===== config.mk =====
export PLATFORM = sky130hd
export DESIGN_NAME = segment_display_frame_builder_core
export DESIGN_NICKNAME = d
export VERILOG_FILES = /design/src/design/sdfb_pkg.sv /design/src/design/sdfb_front.sv /design/src/design/sdfb_queue.sv /design/src/design/sdfb_back.sv /design/src/design/segment_display_frame_builder_core.sv
export SDC_FILE = /design/constraint.sdc
export NUM_CORES = 1
export LEC_CHECK = 0
export ABC_AREA = 0
export ABC_CLOCK_PERIOD_IN_PS = 4500
export BUFFER_PORTS_ARGS = -buffer_cell sky130_fd_sc_hd__clkbuf_2
export CAP_MARGIN = 40
export CORE_ASPECT_RATIO = 1.4
export CORE_UTILIZATION = 40
export CTS_CLUSTER_DIAMETER = 50
export DETAILED_ROUTE_END_ITERATION = 10
export GPL_TIMING_DRIVEN = 1
export PLACE_DENSITY = 0.64
export SKIP_LAST_GASP = 1
export SLEW_MARGIN = 30
export SYNTH_ARGS = -nofsm -noshare
export SYNTH_HDL_FRONTEND = slang
export SYNTH_SLANG_ARGS = --single-unit

===== constraint.sdc =====
create_clock -name clk -period 4.5 [get_ports clk]
set_input_delay 0 -clock clk [delete_from_list [all_inputs] [get_ports clk]]
set_output_delay 0 -clock clk [all_outputs]
set_load 0.1 [all_outputs]

===== src/design/sdfb_pkg.sv =====
// Shared types, command codes and lookup tables for the segment display frame builder.
`timescale 1ns / 1ps

package sdfb_pkg;

  // Command codes carried by a request and by a queued operation.
  localparam logic [1:0] CMD_FLAG    = 2'd0;
  localparam logic [1:0] CMD_GEAR    = 2'd1;
  localparam logic [1:0] CMD_TEMP    = 2'd2;
  localparam logic [1:0] CMD_REFRESH = 2'd3;

  // Configuration register indexes.
  localparam logic [1:0] REG_DATA_MODE  = 2'd0;
  localparam logic [1:0] REG_ADDR_BASE  = 2'd1;
  localparam logic [1:0] REG_DISPLAY_ON = 2'd2;
  localparam logic [1:0] REG_VARIANT    = 2'd3;

  localparam logic [7:0] DATA_MODE_RESET  = 8'h40;
  localparam logic [7:0] ADDR_BASE_RESET  = 8'hC0;
  localparam logic [7:0] DISPLAY_ON_RESET = 8'h8F;

  localparam logic [7:0] DASH_CODE = 8'h04;

  localparam int          NUM_FLAGS   = 6;
  localparam int          FRAME_LEN   = 11;
  localparam int          CONV_STEPS  = 15;
  localparam int          EMIT_CNT_W  = $clog2(FRAME_LEN);
  localparam int          CONV_CNT_W  = $clog2(CONV_STEPS);

  // One decoded operation handed from the front to the back.
  typedef struct packed {
    logic [1:0] code;
    logic       row;
    logic [2:0] byte_idx;
    logic       flag_on;
    logic [7:0] d0;
    logic [7:0] d1;
    logic [7:0] d2;
  } op_t;

  function automatic logic [7:0] digit_code(input logic [3:0] digit);
    logic [7:0] code;
    case (digit)
      4'd0:    code = 8'hFA;
      4'd1:    code = 8'h60;
      4'd2:    code = 8'hBC;
      4'd3:    code = 8'hF4;
      4'd4:    code = 8'h66;
      4'd5:    code = 8'hD6;
      4'd6:    code = 8'hDE;
      4'd7:    code = 8'h70;
      4'd8:    code = 8'hFE;
      4'd9:    code = 8'hF6;
      default: code = 8'hFA;
    endcase
    return code;
  endfunction

  function automatic logic [7:0] bar_code(input logic [3:0] level);
    logic [7:0] code;
    case (level)
      4'd0:    code = 8'h00;
      4'd1:    code = 8'h08;
      4'd2:    code = 8'h0C;
      4'd3:    code = 8'h0E;
      4'd4:    code = 8'h0F;
      4'd5:    code = 8'h1F;
      4'd6:    code = 8'h3F;
      4'd7:    code = 8'h7F;
      default: code = 8'hFF;
    endcase
    return code;
  endfunction

  function automatic logic [2:0] flag_byte(input logic [2:0] sel);
    logic [2:0] idx;
    case (sel)
      3'd0:    idx = 3'd1;
      3'd1:    idx = 3'd0;
      3'd2:    idx = 3'd4;
      3'd3:    idx = 3'd5;
      3'd4:    idx = 3'd6;
      3'd5:    idx = 3'd2;
      default: idx = 3'd0;
    endcase
    return idx;
  endfunction

endpackage


===== src/design/sdfb_front.sv =====
// Front end: takes requests, decodes them and converts temperatures to digit codes.
`timescale 1ns / 1ps

module sdfb_front
  import sdfb_pkg::*;
(
  input  logic        clk,
  input  logic        rst,
  input  logic        start,
  output logic        busy,
  input  logic [1:0]  command,
  input  logic [2:0]  flag_select,
  input  logic        flag_on,
  input  logic [7:0]  gear,
  input  logic [15:0] temperature,
  input  logic        temp_row,
  input  logic        q_full,
  output logic        push,
  output op_t         push_op
);

  logic                  conv_active;
  logic                  pend_valid;
  op_t                   pend;
  logic [14:0]           bin;
  logic [11:0]           bcd;
  logic [CONV_CNT_W-1:0] conv_cnt;
  logic [11:0]           bcd_next;
  logic                  accept;
  logic                  conv_done;

  assign busy    = rst | pend_valid | conv_active;
  assign accept  = start & ~busy;
  assign push    = pend_valid & ~q_full;
  assign push_op = pend;
  assign conv_done = conv_active && (conv_cnt == CONV_CNT_W'(CONV_STEPS - 1));

  // One double-dabble step. Only the low three digits are kept, which
  // directly gives the value modulo 1000.
  always_comb begin
    logic [11:0] adj;
    adj = bcd;
    for (int d = 0; d < 3; d++) begin
      if (bcd[4*d +: 4] >= 4'd5) begin
        adj[4*d +: 4] = bcd[4*d +: 4] + 4'd3;
      end
    end
    bcd_next = {adj[10:0], bin[14]};
  end

  always_ff @(posedge clk) begin
    if (rst) begin
      conv_active <= 1'b0;
      pend_valid  <= 1'b0;
    end else begin
      if (push) begin
        pend_valid <= 1'b0;
      end
      if (conv_done) begin
        conv_active <= 1'b0;
        pend_valid  <= 1'b1;
      end
      if (accept) begin
        case (command)
          CMD_FLAG: begin
            if (flag_select < 3'(NUM_FLAGS)) begin
              pend_valid <= 1'b1;
            end
          end
          CMD_TEMP: begin
            if (temperature[15]) begin
              pend_valid <= 1'b1;
            end else begin
              conv_active <= 1'b1;
            end
          end
          default: pend_valid <= 1'b1;
        endcase
      end
    end
  end

  always_ff @(posedge clk) begin
    if (accept) begin
      pend.code     <= command;
      pend.row      <= temp_row;
      pend.byte_idx <= flag_byte(flag_select);
      pend.flag_on  <= flag_on;
      if (command == CMD_TEMP) begin
        pend.d0 <= DASH_CODE;
      end else begin
        pend.d0 <= (gear > 8'd8) ? bar_code(4'd8) : bar_code(gear[3:0]);
      end
      pend.d1       <= DASH_CODE;
      pend.d2       <= DASH_CODE;
      bin      <= temperature[14:0];
      bcd      <= '0;
      conv_cnt <= '0;
    end else if (conv_active) begin
      bin      <= {bin[13:0], 1'b0};
      bcd      <= bcd_next;
      conv_cnt <= conv_cnt + 1'b1;
      if (conv_done) begin
        pend.d0 <= digit_code(bcd_next[11:8]);
        pend.d1 <= digit_code(bcd_next[7:4]);
        pend.d2 <= digit_code(bcd_next[3:0]);
      end
    end
  end

endmodule


===== src/design/sdfb_queue.sv =====
// Small operation queue between the front end and the back end.
`timescale 1ns / 1ps

module sdfb_queue
  import sdfb_pkg::*;
#(
  parameter int DEPTH = 2
) (
  input  logic clk,
  input  logic rst,
  input  logic push,
  input  op_t  push_op,
  output logic full,
  input  logic pop,
  output logic valid,
  output op_t  head
);

  localparam int PTR_W = $clog2(DEPTH);
  localparam int CNT_W = $clog2(DEPTH + 1);

  op_t              mem [DEPTH];
  logic [PTR_W-1:0] wr_ptr;
  logic [PTR_W-1:0] rd_ptr;
  logic [CNT_W-1:0] count;

  assign full  = (count == CNT_W'(DEPTH));
  assign valid = (count != '0);
  assign head  = mem[rd_ptr];

  always_ff @(posedge clk) begin
    if (push) begin
      mem[wr_ptr] <= push_op;
    end
  end

  always_ff @(posedge clk) begin
    if (rst) begin
      wr_ptr <= '0;
      rd_ptr <= '0;
      count  <= '0;
    end else begin
      if (push) begin
        wr_ptr <= (wr_ptr == PTR_W'(DEPTH - 1)) ? '0 : wr_ptr + 1'b1;
      end
      if (pop) begin
        rd_ptr <= (rd_ptr == PTR_W'(DEPTH - 1)) ? '0 : rd_ptr + 1'b1;
      end
      if (push && !pop) begin
        count <= count + 1'b1;
      end else if (pop && !push) begin
        count <= count - 1'b1;
      end
    end
  end

endmodule


===== src/design/sdfb_back.sv =====
// Back end: holds the segment store, applies updates and streams refresh frames.
`timescale 1ns / 1ps

module sdfb_back
  import sdfb_pkg::*;
(
  input  logic       clk,
  input  logic       rst,
  input  logic       q_valid,
  input  op_t        q_op,
  output logic       pop,
  input  logic [7:0] data_mode_command,
  input  logic [7:0] address_command_base,
  input  logic [7:0] display_on_command,
  input  logic       variant_patch,
  output logic       result_valid,
  output logic [7:0] out_byte,
  output logic       frame_end,
  output logic       last
);

  localparam logic ST_IDLE = 1'b0;
  localparam logic ST_EMIT = 1'b1;

  logic                  state;
  logic [EMIT_CNT_W-1:0] cnt;
  logic [7:0][7:0]       store;
  logic [EMIT_CNT_W-1:0] drv_sel;
  logic [7:0]            drv_byte;

  // Driver byte 2i+h collects bits i and 4+i of store row h, bytes 0..3.
  function automatic logic [7:0] gather(input logic [7:0][7:0] s, input logic [2:0] j);
    logic [7:0] v;
    logic [2:0] idx;
    for (int k = 0; k < 4; k++) begin
      idx          = {j[0], 2'(k)};
      v[2*k]       = s[idx][{1'b0, j[2:1]}];
      v[2*k + 1]   = s[idx][{1'b1, j[2:1]}];
    end
    return v;
  endfunction

  assign pop     = (state == ST_IDLE) && q_valid;
  assign drv_sel = cnt - EMIT_CNT_W'(2);

  always_comb begin
    drv_byte = gather(store, drv_sel[2:0]);
    if (variant_patch && drv_sel[1:0] == 2'd3) begin
      drv_byte[0] = drv_sel[2] ? store[4][1] : store[4][3];
    end
  end

  always_ff @(posedge clk) begin
    if (rst) begin
      state        <= ST_IDLE;
      cnt          <= '0;
      store        <= '0;
      result_valid <= 1'b0;
      last         <= 1'b0;
    end else begin
      result_valid <= (state == ST_EMIT);
      last         <= (state == ST_EMIT) && (cnt == EMIT_CNT_W'(FRAME_LEN - 1));
      case (state)
        ST_IDLE: begin
          if (pop) begin
            case (q_op.code)
              CMD_FLAG:    store[q_op.byte_idx][0] <= q_op.flag_on;
              CMD_GEAR:    store[3] <= q_op.d0;
              CMD_TEMP: begin
                store[{q_op.row, 2'd0}] <= q_op.d0;
                store[{q_op.row, 2'd1}] <= q_op.d1;
                store[{q_op.row, 2'd2}] <= q_op.d2;
              end
              default: begin
                state <= ST_EMIT;
                cnt   <= '0;
              end
            endcase
          end
        end
        ST_EMIT: begin
          cnt <= cnt + 1'b1;
          if (cnt == EMIT_CNT_W'(FRAME_LEN - 1)) begin
            state <= ST_IDLE;
          end
        end
        default: state <= ST_IDLE;
      endcase
    end
  end

  always_ff @(posedge clk) begin
    if (cnt == '0) begin
      out_byte  <= data_mode_command;
      frame_end <= 1'b1;
    end else if (cnt == EMIT_CNT_W'(1)) begin
      out_byte  <= address_command_base;
      frame_end <= 1'b0;
    end else if (cnt == EMIT_CNT_W'(FRAME_LEN - 1)) begin
      out_byte  <= display_on_command;
      frame_end <= 1'b1;
    end else begin
      out_byte  <= drv_byte;
      frame_end <= (cnt == EMIT_CNT_W'(FRAME_LEN - 2));
    end
  end

endmodule


===== src/design/segment_display_frame_builder_core.sv =====
// Top level of the segment display frame builder: configuration, front end, queue, back end.
//
//  Channel   Direction  Handshake                      Payload
//  request   in         start & !busy                  command, flag_select, flag_on,
//                                                      gear, temperature, temp_row
//  result    out        result_valid (one cycle each)  out_byte, frame_end, last
//  config    in         cfg_valid & cfg_ready          cfg_index, cfg_data
//
// An update request passes from the front end's pending register through the
// queue to the store; the back end pops it only while no refresh is streaming.
// The front end takes no new request until its decoded one has left for the
// queue. A non-negative temperature first runs 15 steps of the shift-and-adjust
// digit converter. A refresh yields its 11 bytes back to back once the back end
// has popped it, and the back end pops nothing else until the frame is out.
// Reset clears the store to zero and loads the default command bytes. Busy is
// high during reset, while a request is decoded or converted, and while a
// decoded request waits for room in the queue. The result side cannot stall.
`timescale 1ns / 1ps

module segment_display_frame_builder_core
  import sdfb_pkg::*;
#(
  parameter int QUEUE_DEPTH = 2
) (
  input  logic        clk,
  input  logic        rst,
  input  logic        start,
  output logic        busy,
  input  logic [1:0]  command,
  input  logic [2:0]  flag_select,
  input  logic        flag_on,
  input  logic [7:0]  gear,
  input  logic [15:0] temperature,
  input  logic        temp_row,
  output logic        result_valid,
  output logic [7:0]  out_byte,
  output logic        frame_end,
  output logic        last,
  input  logic        cfg_valid,
  output logic        cfg_ready,
  input  logic [1:0]  cfg_index,
  input  logic [7:0]  cfg_data
);

  logic [7:0] data_mode_command;
  logic [7:0] address_command_base;
  logic [7:0] display_on_command;
  logic       variant_patch;

  logic q_full;
  logic q_push;
  op_t  q_push_op;
  logic q_pop;
  logic q_valid;
  op_t  q_head;

  // Configuration registers are always writable; the user must write them only
  // while no refresh is in progress, which the block itself does not enforce.
  assign cfg_ready = 1'b1;

  always_ff @(posedge clk) begin
    if (rst) begin
      data_mode_command    <= DATA_MODE_RESET;
      address_command_base <= ADDR_BASE_RESET;
      display_on_command   <= DISPLAY_ON_RESET;
      variant_patch        <= 1'b0;
    end else if (cfg_valid && cfg_ready) begin
      case (cfg_index)
        REG_DATA_MODE:  data_mode_command    <= cfg_data;
        REG_ADDR_BASE:  address_command_base <= cfg_data;
        REG_DISPLAY_ON: display_on_command   <= cfg_data;
        REG_VARIANT:    variant_patch        <= cfg_data[0];
        default:        variant_patch        <= variant_patch;
      endcase
    end
  end

  // The front end decodes each request; non-negative temperatures pass through
  // the digit converter before the decoded operation is queued.
  sdfb_front u_front (
    .clk         (clk),
    .rst         (rst),
    .start       (start),
    .busy        (busy),
    .command     (command),
    .flag_select (flag_select),
    .flag_on     (flag_on),
    .gear        (gear),
    .temperature (temperature),
    .temp_row    (temp_row),
    .q_full      (q_full),
    .push        (q_push),
    .push_op     (q_push_op)
  );

  // The queue lets the front end keep decoding while a refresh is streaming.
  sdfb_queue #(
    .DEPTH (QUEUE_DEPTH)
  ) u_queue (
    .clk     (clk),
    .rst     (rst),
    .push    (q_push),
    .push_op (q_push_op),
    .full    (q_full),
    .pop     (q_pop),
    .valid   (q_valid),
    .head    (q_head)
  );

  // The back end owns the segment store and the output byte stream.
  sdfb_back u_back (
    .clk                  (clk),
    .rst                  (rst),
    .q_valid              (q_valid),
    .q_op                 (q_head),
    .pop                  (q_pop),
    .data_mode_command    (data_mode_command),
    .address_command_base (address_command_base),
    .display_on_command   (display_on_command),
    .variant_patch        (variant_patch),
    .result_valid         (result_valid),
    .out_byte             (out_byte),
    .frame_end            (frame_end),
    .last                 (last)
  );

endmodule


==> results of run 1 <==
[placed cells by master, fill, tap and decap left out, drive strengths merged, types with 3 or more instances in the layout]
| cell | instances |
|---|---|
| dfxtp | 135 |
| nand2 | 122 |
| nor2 | 98 |
| clkbuf | 89 |
| edfxtp | 88 |
| mux2i | 50 |
| a211oi | 49 |
| a21oi | 45 |
| dlygate4sd3 | 44 |
| o21ai | 35 |
| ha | 34 |
| inv | 34 |
| nand3 | 22 |
| nand2b | 16 |
| buf | 15 |
| mux4 | 13 |
| o22ai | 10 |
| nor3 | 10 |
| o31ai | 8 |
| mux2 | 8 |
| xnor2 | 7 |
| a31oi | 7 |
| xor2 | 7 |
| clkinv | 7 |
| a221oi | 6 |
| clkinvlp | 5 |
| nor3b | 4 |
| and2 | 4 |
| and3 | 4 |
| nand3b | 4 |
| or2 | 4 |
| a31o | 4 |
| o32ai | 3 |
| o21a | 3 |
| nor2b | 3 |
| a21boi | 3 |
| o221a | 3 |
| or4 | 3 |
[cells by family (layout without fill, tap and decap cells)]
group	after synthesis	count (layout)	share of synthesized area
other cells	1	1	0.000379
xor+xnor	14	14	0.0124
simple gates	310	310	0.142
compound gates	196	196	0.133
mux	71	71	0.0898
flops	223	223	0.541
fa+ha+maj	34	34	0.0430
buf+inv	85	194	0.0384
[metrics by stage]
| step | setup WS [ps] | cells |
|---|---|---|
| after global routing | 1730 | 1353 |
| final | 1980 | 1353 |
| after CTS | 1750 | 1352 |
| after global placement | 1660 | 1262 |
| after floorplan | 1600 | 934 |
| after detailed placement | 1770 | 1263 |
[final timing paths]
| check | start | endpoint | slack, ps | depth (start not counted) |
|---|---|---|---|---|
| max | u_front.bcd[4] | u_front.push_op[20] | 1980 | 9 |
| min | gear[3] | u_front.push_op[21] | 40 | 4 |
| max reg2reg | u_front.bcd[4] | u_front.push_op[20] | 1980 | 9 |
| min reg2reg | u_front.push_op[22] | u_queue.mem[1][22] | 440 | 0 |
[power groups by stage]
stage                     clock network (W)  logic, W  registers, W
after global placement                    0  0.000874       0.00240
after CTS                           0.00197  0.000970       0.00232
after global routing                0.00204   0.00106       0.00234
final                               0.00192  0.000965       0.00232
after floorplan                           0  0.000650       0.00246
after detailed placement                  0  0.000938       0.00237
[registers in the layout, summed over array words and instances, names as in the netlist, 2 cells and up, named ones only]
signal	flops
display_on_command	8
data_mode_command	8
u_front.bcd	12
u_front.push_op	29
u_back.store	57
address_command_base	8
u_front.conv_cnt	4
u_back.out_byte	8
u_queue.count	2
u_queue.mem	58
u_front.bin	15
u_back.cnt	4
[cell type report]
type	instances	area, um^2
repair buffers	115	850
inverters	34	128
well taps	310	388
multi-input cells	626	4160
clock buffers	33	717
clock inverters	12	75.1
flip-flops and latches	223	5350
fillers	2167	12400
[what timing repair did]
item	4_1_cts	5_1_grt
hold buffers	44	0
endpoints found under the setup margin	0	0
gates resized for setup	0	0
endpoints found under the hold margin	62	0
[routing by layer]
layer  global-route usage  vias up  part of all wire
li1                     -     3545                 -
met1                0.181     3291              0.42
met2                0.294      153              0.52
met3               0.0216       40             0.040
met4               0.0627        0             0.025
met5                    0        -                 0
[worst max-delay path, cell delays in order (launching register included)]
cell and delay, ps:
dfxtp_1 360, inv_1 120, ha_1 240, nand2b_1 90, nor3b_1 140, a21oi_1 470, inv_1 140, ha_1 250
and3_1 160, o32ai_1 340
==> flow_metrics.tcl, run 1 <==
set metrics [dict create \
    end_kind "flip-flop" \
    fin_hold_ws_ps 42.2 \
    worst-path-max-fanout 6 \
    post-cts-setup-buffer-count 0 \
    syn-instance-count 934 \
    yosysSeqAreaShare 0.541 \
    grt_pass1_vias 6937 \
    port_buffers 56 \
    drt-total-wl_um 20000 \
    period_share 0.560 \
    htreeDepth 1 \
    synth_edf_count 88 \
    p_switching_w 0.00150 \
    yosysMostFrequentCell "dfxtp_1" \
    netlist_top_cells_count "dfxtp_1, nand2_1, nor2_1" \
    design_area_um2 11700 \
    p_per_area_nw_per_um2 446 \
    final_util 0.485 \
    setup_viol 0 \
    core-area_um2 24100 \
    avgSynthCellArea_um2 10.6 \
    via_count 7029 \
    die_h_um 188 \
    cellLeakagePower_nw 4.32 \
    cp-start-kind "flip-flop" \
    fmax_mhz 397 \
    antenna_found_initial 0 \
    drt-pass1-iter-count 5 \
    synth_ff_type "dfxtp_1" \
    die_x_um 135 \
    rows 67 \
    synthesis.area_um2 9880 \
    antenna_cells 0 \
    ys_seq_elements 223 \
    drt-initial-drc-count 245 \
    min_path_type "input port to flip-flop" \
    post-dp-hpwl_um 13700 \
    rsz0062_at_grt "no" \
    ant_nets 0 \
    synth_top_area_frac 0.273 \
    wl_per_cell_um 14.8 \
    cts_root_buf "clkbuf_16" \
    fin_tns_setup_ps 0 \
    synth_top_cell_by_area "dfxtp_1" \
    grt_max_degree 68 \
    swShare 0.289 \
    crit_arrival_ps 2810 \
    die_area_um2 25300 \
    crit_required_ps 4800 \
    worst_clock_skew_ps 9.03 \
    max_slew_margin 0.471 \
    overflow 0 \
    insertion_delay_ps 510 \
    p_comb_frac 0.185 \
    worstMarginPinSlew_ps 790 \
    clkTransAtPathRegs_ps 60 \
    path_class "flip-flop to flip-flop" \
    placed_area_um2 10400 \
    maxCapViolCount 0 \
    timing.final.hold_violations 0 \
    ys_warn_count 0 \
    cts_buffers 25 \
    synth_cell_types 77 \
    async_reset_ff_frac 0 \
    finalNetCount 1104 \
    route.detailed.drc 0 \
    io_pins 58 \
    grt_pass1_wl_um 32900 \
    finalCriticalPeriod_ps 2520 \
    cts_buffer_depth 3 \
    ys_top_cells_by_area "dfxtp_1, edfxtp_1, mux2i_1" \
    cts.sinks 223 \
    irDropWorstVdd_uv 347 \
    p_total_w 0.00520 \
    drive_gt1_frac 0.147 \
    grt_util_all_layers 0.159 \
    status "complete, no violations" \
    pwr-share-seq 0.446 \
    place_congestion 0.887 \
    slew_violations 0 \
    clkPwrFrac 0.368 \
    syn2layout_area_growth_pct 18.0 \
    initial_core_util 0.411 \
    viasPerCell 5.20 \
    internal-power_w 0.00370 \
    synth_fp_nets 1013 \
    cts_tree "yes" \
]
Power figures use the tool's default switching activity.
==> run 2, diff against run 1 <==
--- a/config.mk
+++ b/config.mk
@@ -6,7 +6,7 @@
 export NUM_CORES = 1
 export LEC_CHECK = 0
 export ABC_AREA = 0
-export ABC_CLOCK_PERIOD_IN_PS = 4500
+export ABC_CLOCK_PERIOD_IN_PS = 2550
 export BUFFER_PORTS_ARGS = -buffer_cell sky130_fd_sc_hd__clkbuf_2
 export CAP_MARGIN = 40
 export CORE_ASPECT_RATIO = 1.4
==> constraint.sdc (replaced) <==
create_clock -name clk -period 2.55 [get_ports clk]
set_input_delay 0 -clock clk [delete_from_list [all_inputs] [get_ports clk]]
set_output_delay 0 -clock clk [all_outputs]
set_load 0.1 [all_outputs]
==> run 2 against run 1 <==
Effect of this change: critical endpoint is now u_front.push_op[12]; core utilization increased by 0.59 points; sequential share of layout area decreased by 0.55 points; critical path depth unchanged; clock skew increased by 2.7 ps; first-iteration DRC count increased by 18%; global-route usage increased by 0.091 points.
==> flow_metrics.tcl, run 2 (same netlist as run 1, synthesis figures left out) <==
set metrics [dict create \
    status "complete, no violations" \
    cts_root_buf "clkbuf_16" \
    worstMarginPinSlew_ps 640 \
    io_pins 58 \
    cts.sinks 223 \
    cellLeakagePower_nw 4.40 \
    place_congestion 0.891 \
    die_h_um 188 \
    largest-register "u_queue.mem" \
    drt-pass1-iter-count 4 \
    syn2layout_area_growth_pct 19.5 \
    cts_tree "yes" \
    maxCapViolCount 0 \
    initial_core_util 0.411 \
    fin_tns_setup_ps 0 \
    viasPerCell 5.16 \
    end_kind "flip-flop" \
    overflow 0 \
    post-dp-hpwl_um 13500 \
    num-fill-cells 2116 \
    rsz0062_at_grt "no" \
    slew_violations 0 \
    cp-start-kind "flip-flop" \
    via_count 7020 \
    ff2ff_setup_slack_ps 240 \
    max_slew_margin 0.573 \
    ant_nets 0 \
    crit_required_ps 3020 \
    finalCriticalPeriod_ps 2310 \
    rows 67 \
    drt-initial-drc-count 288 \
    antenna_found_initial 0 \
    worst_clock_skew_ps 11.7 \
    largest_reg_flops 58 \
    multi_input_area_um2 4180 \
    antenna_cells 0 \
    insertion_delay_ps 520 \
    crit_arrival_ps 2770 \
    finalNetCount 1110 \
    route.detailed.drc 0 \
    drive_gt1_frac 0.152 \
    p_per_area_nw_per_um2 803 \
    irDropWorstVdd_uv 572 \
    grt_pass1_wl_um 33100 \
    setup_viol 0 \
    fin_hold_ws_ps 53.2 \
    min_path_type "input port to flip-flop" \
    clkTransAtPathRegs_ps 60 \
    final_common_cell "dfxtp_1" \
    post-cts-setup-buffer-count 0 \
    grt_util_all_layers 0.160 \
    die_area_um2 25300 \
    regArea_um2 5350 \
    grt_max_degree 54 \
    htreeDepth 1 \
    grt_pass1_vias 6880 \
    die_x_um 135 \
    layout_common_cells "dfxtp_1, nand2_1, nor2_1" \
    drt-total-wl_um 19900 \
    period_share 0.904 \
    timing.final.hold_violations 0 \
    path_class "flip-flop to flip-flop" \
    worst-path-max-fanout 6 \
    core-area_um2 24100 \
    cts_buffer_depth 3 \
    port_buffers 56 \
    wl_per_cell_um 14.6 \
    fmax_mhz 434 \
    cts_buffers 26 \
]
-- run 2: what timing repair did --
item | CTS | global route
hold buffers | 44 | 0
setup endpoints to repair | 0 | 1
gates resized for setup | 0 | 1
endpoints found under the hold margin | 57 | 0
-- run 2: worst paths after layout --
kind | from | endpoint | depth (start not counted)
setup / recovery | u_front.bcd[4] | u_front.push_op[12] | 9
hold / removal | gear[3] | u_front.push_op[21] | 4
setup reg to reg | u_front.bcd[4] | u_front.push_op[12] | 9
hold reg to reg | u_front.push_op[30] | u_queue.mem[0][30] | 0
-- run 2: report_power, final --
part / total [W] / switching, W / internal (W)
Clock: 0.00365 / 0.00145 / 0.00220
Combinational: 0.00179 / 0.00114 / 0.000649
Sequential: 0.00404 / 0.000112 / 0.00393
Total: 0.00948 / 0.00271 / 0.00678
-- run 2: critical path: stages, from the launching register on --
cell and delay (ps):
dfxtp_1 410, inv_1 100, ha_1 270, nand2b_1 110, a21oi_1 130, xnor2_1 410, inv_1 160, ha_1 240
o21ai_0 220, o221a_2 220
-- run 2: final cells by class --
class	count	area share
flip-flops and latches	223	0.453
multi-input cells	626	0.354
repair buffers	120	0.0759
clock buffers	29	0.0561
well taps	310	0.0328
clock inverters	19	0.0173
inverters	34	0.0108
-- run 2: layer usage --
| layer | share of wire | vias to the layer above | global-route usage | routed length (um) |
|---|---|---|---|---|
| met5 | 0 | - | 0 | 0 |
| met2 | 0.51 | 149 | 0.289 | 10200 |
| met4 | 0.022 | 0 | 0.0570 | 433 |
| li1 | - | 3561 | - | - |
| met3 | 0.039 | 41 | 0.0235 | 771 |
| met1 | 0.43 | 3269 | 0.190 | 8530 |
-- run 2: per-stage QoR --
| step | std cells | total power [W] | area (um^2) | worst slack [ps] | util |
|---|---|---|---|---|---|
| 2_1_floorplan | 934 | 0.00554 | 9920 | 11.8 | - |
| 3_3_place_gp | 1269 | 0.00584 | 10500 | 304 | 0.436 |
| 3_5_place_dp | 1269 | 0.00587 | 10500 | 239 | 0.436 |
| 4_1_cts | 1361 | 0.00959 | 11800 | 216 | 0.491 |
| 5_1_grt | 1361 | 0.00992 | 11800 | 43.3 | 0.491 |
| 6_report | 1361 | 0.00948 | 11800 | 244 | 0.491 |
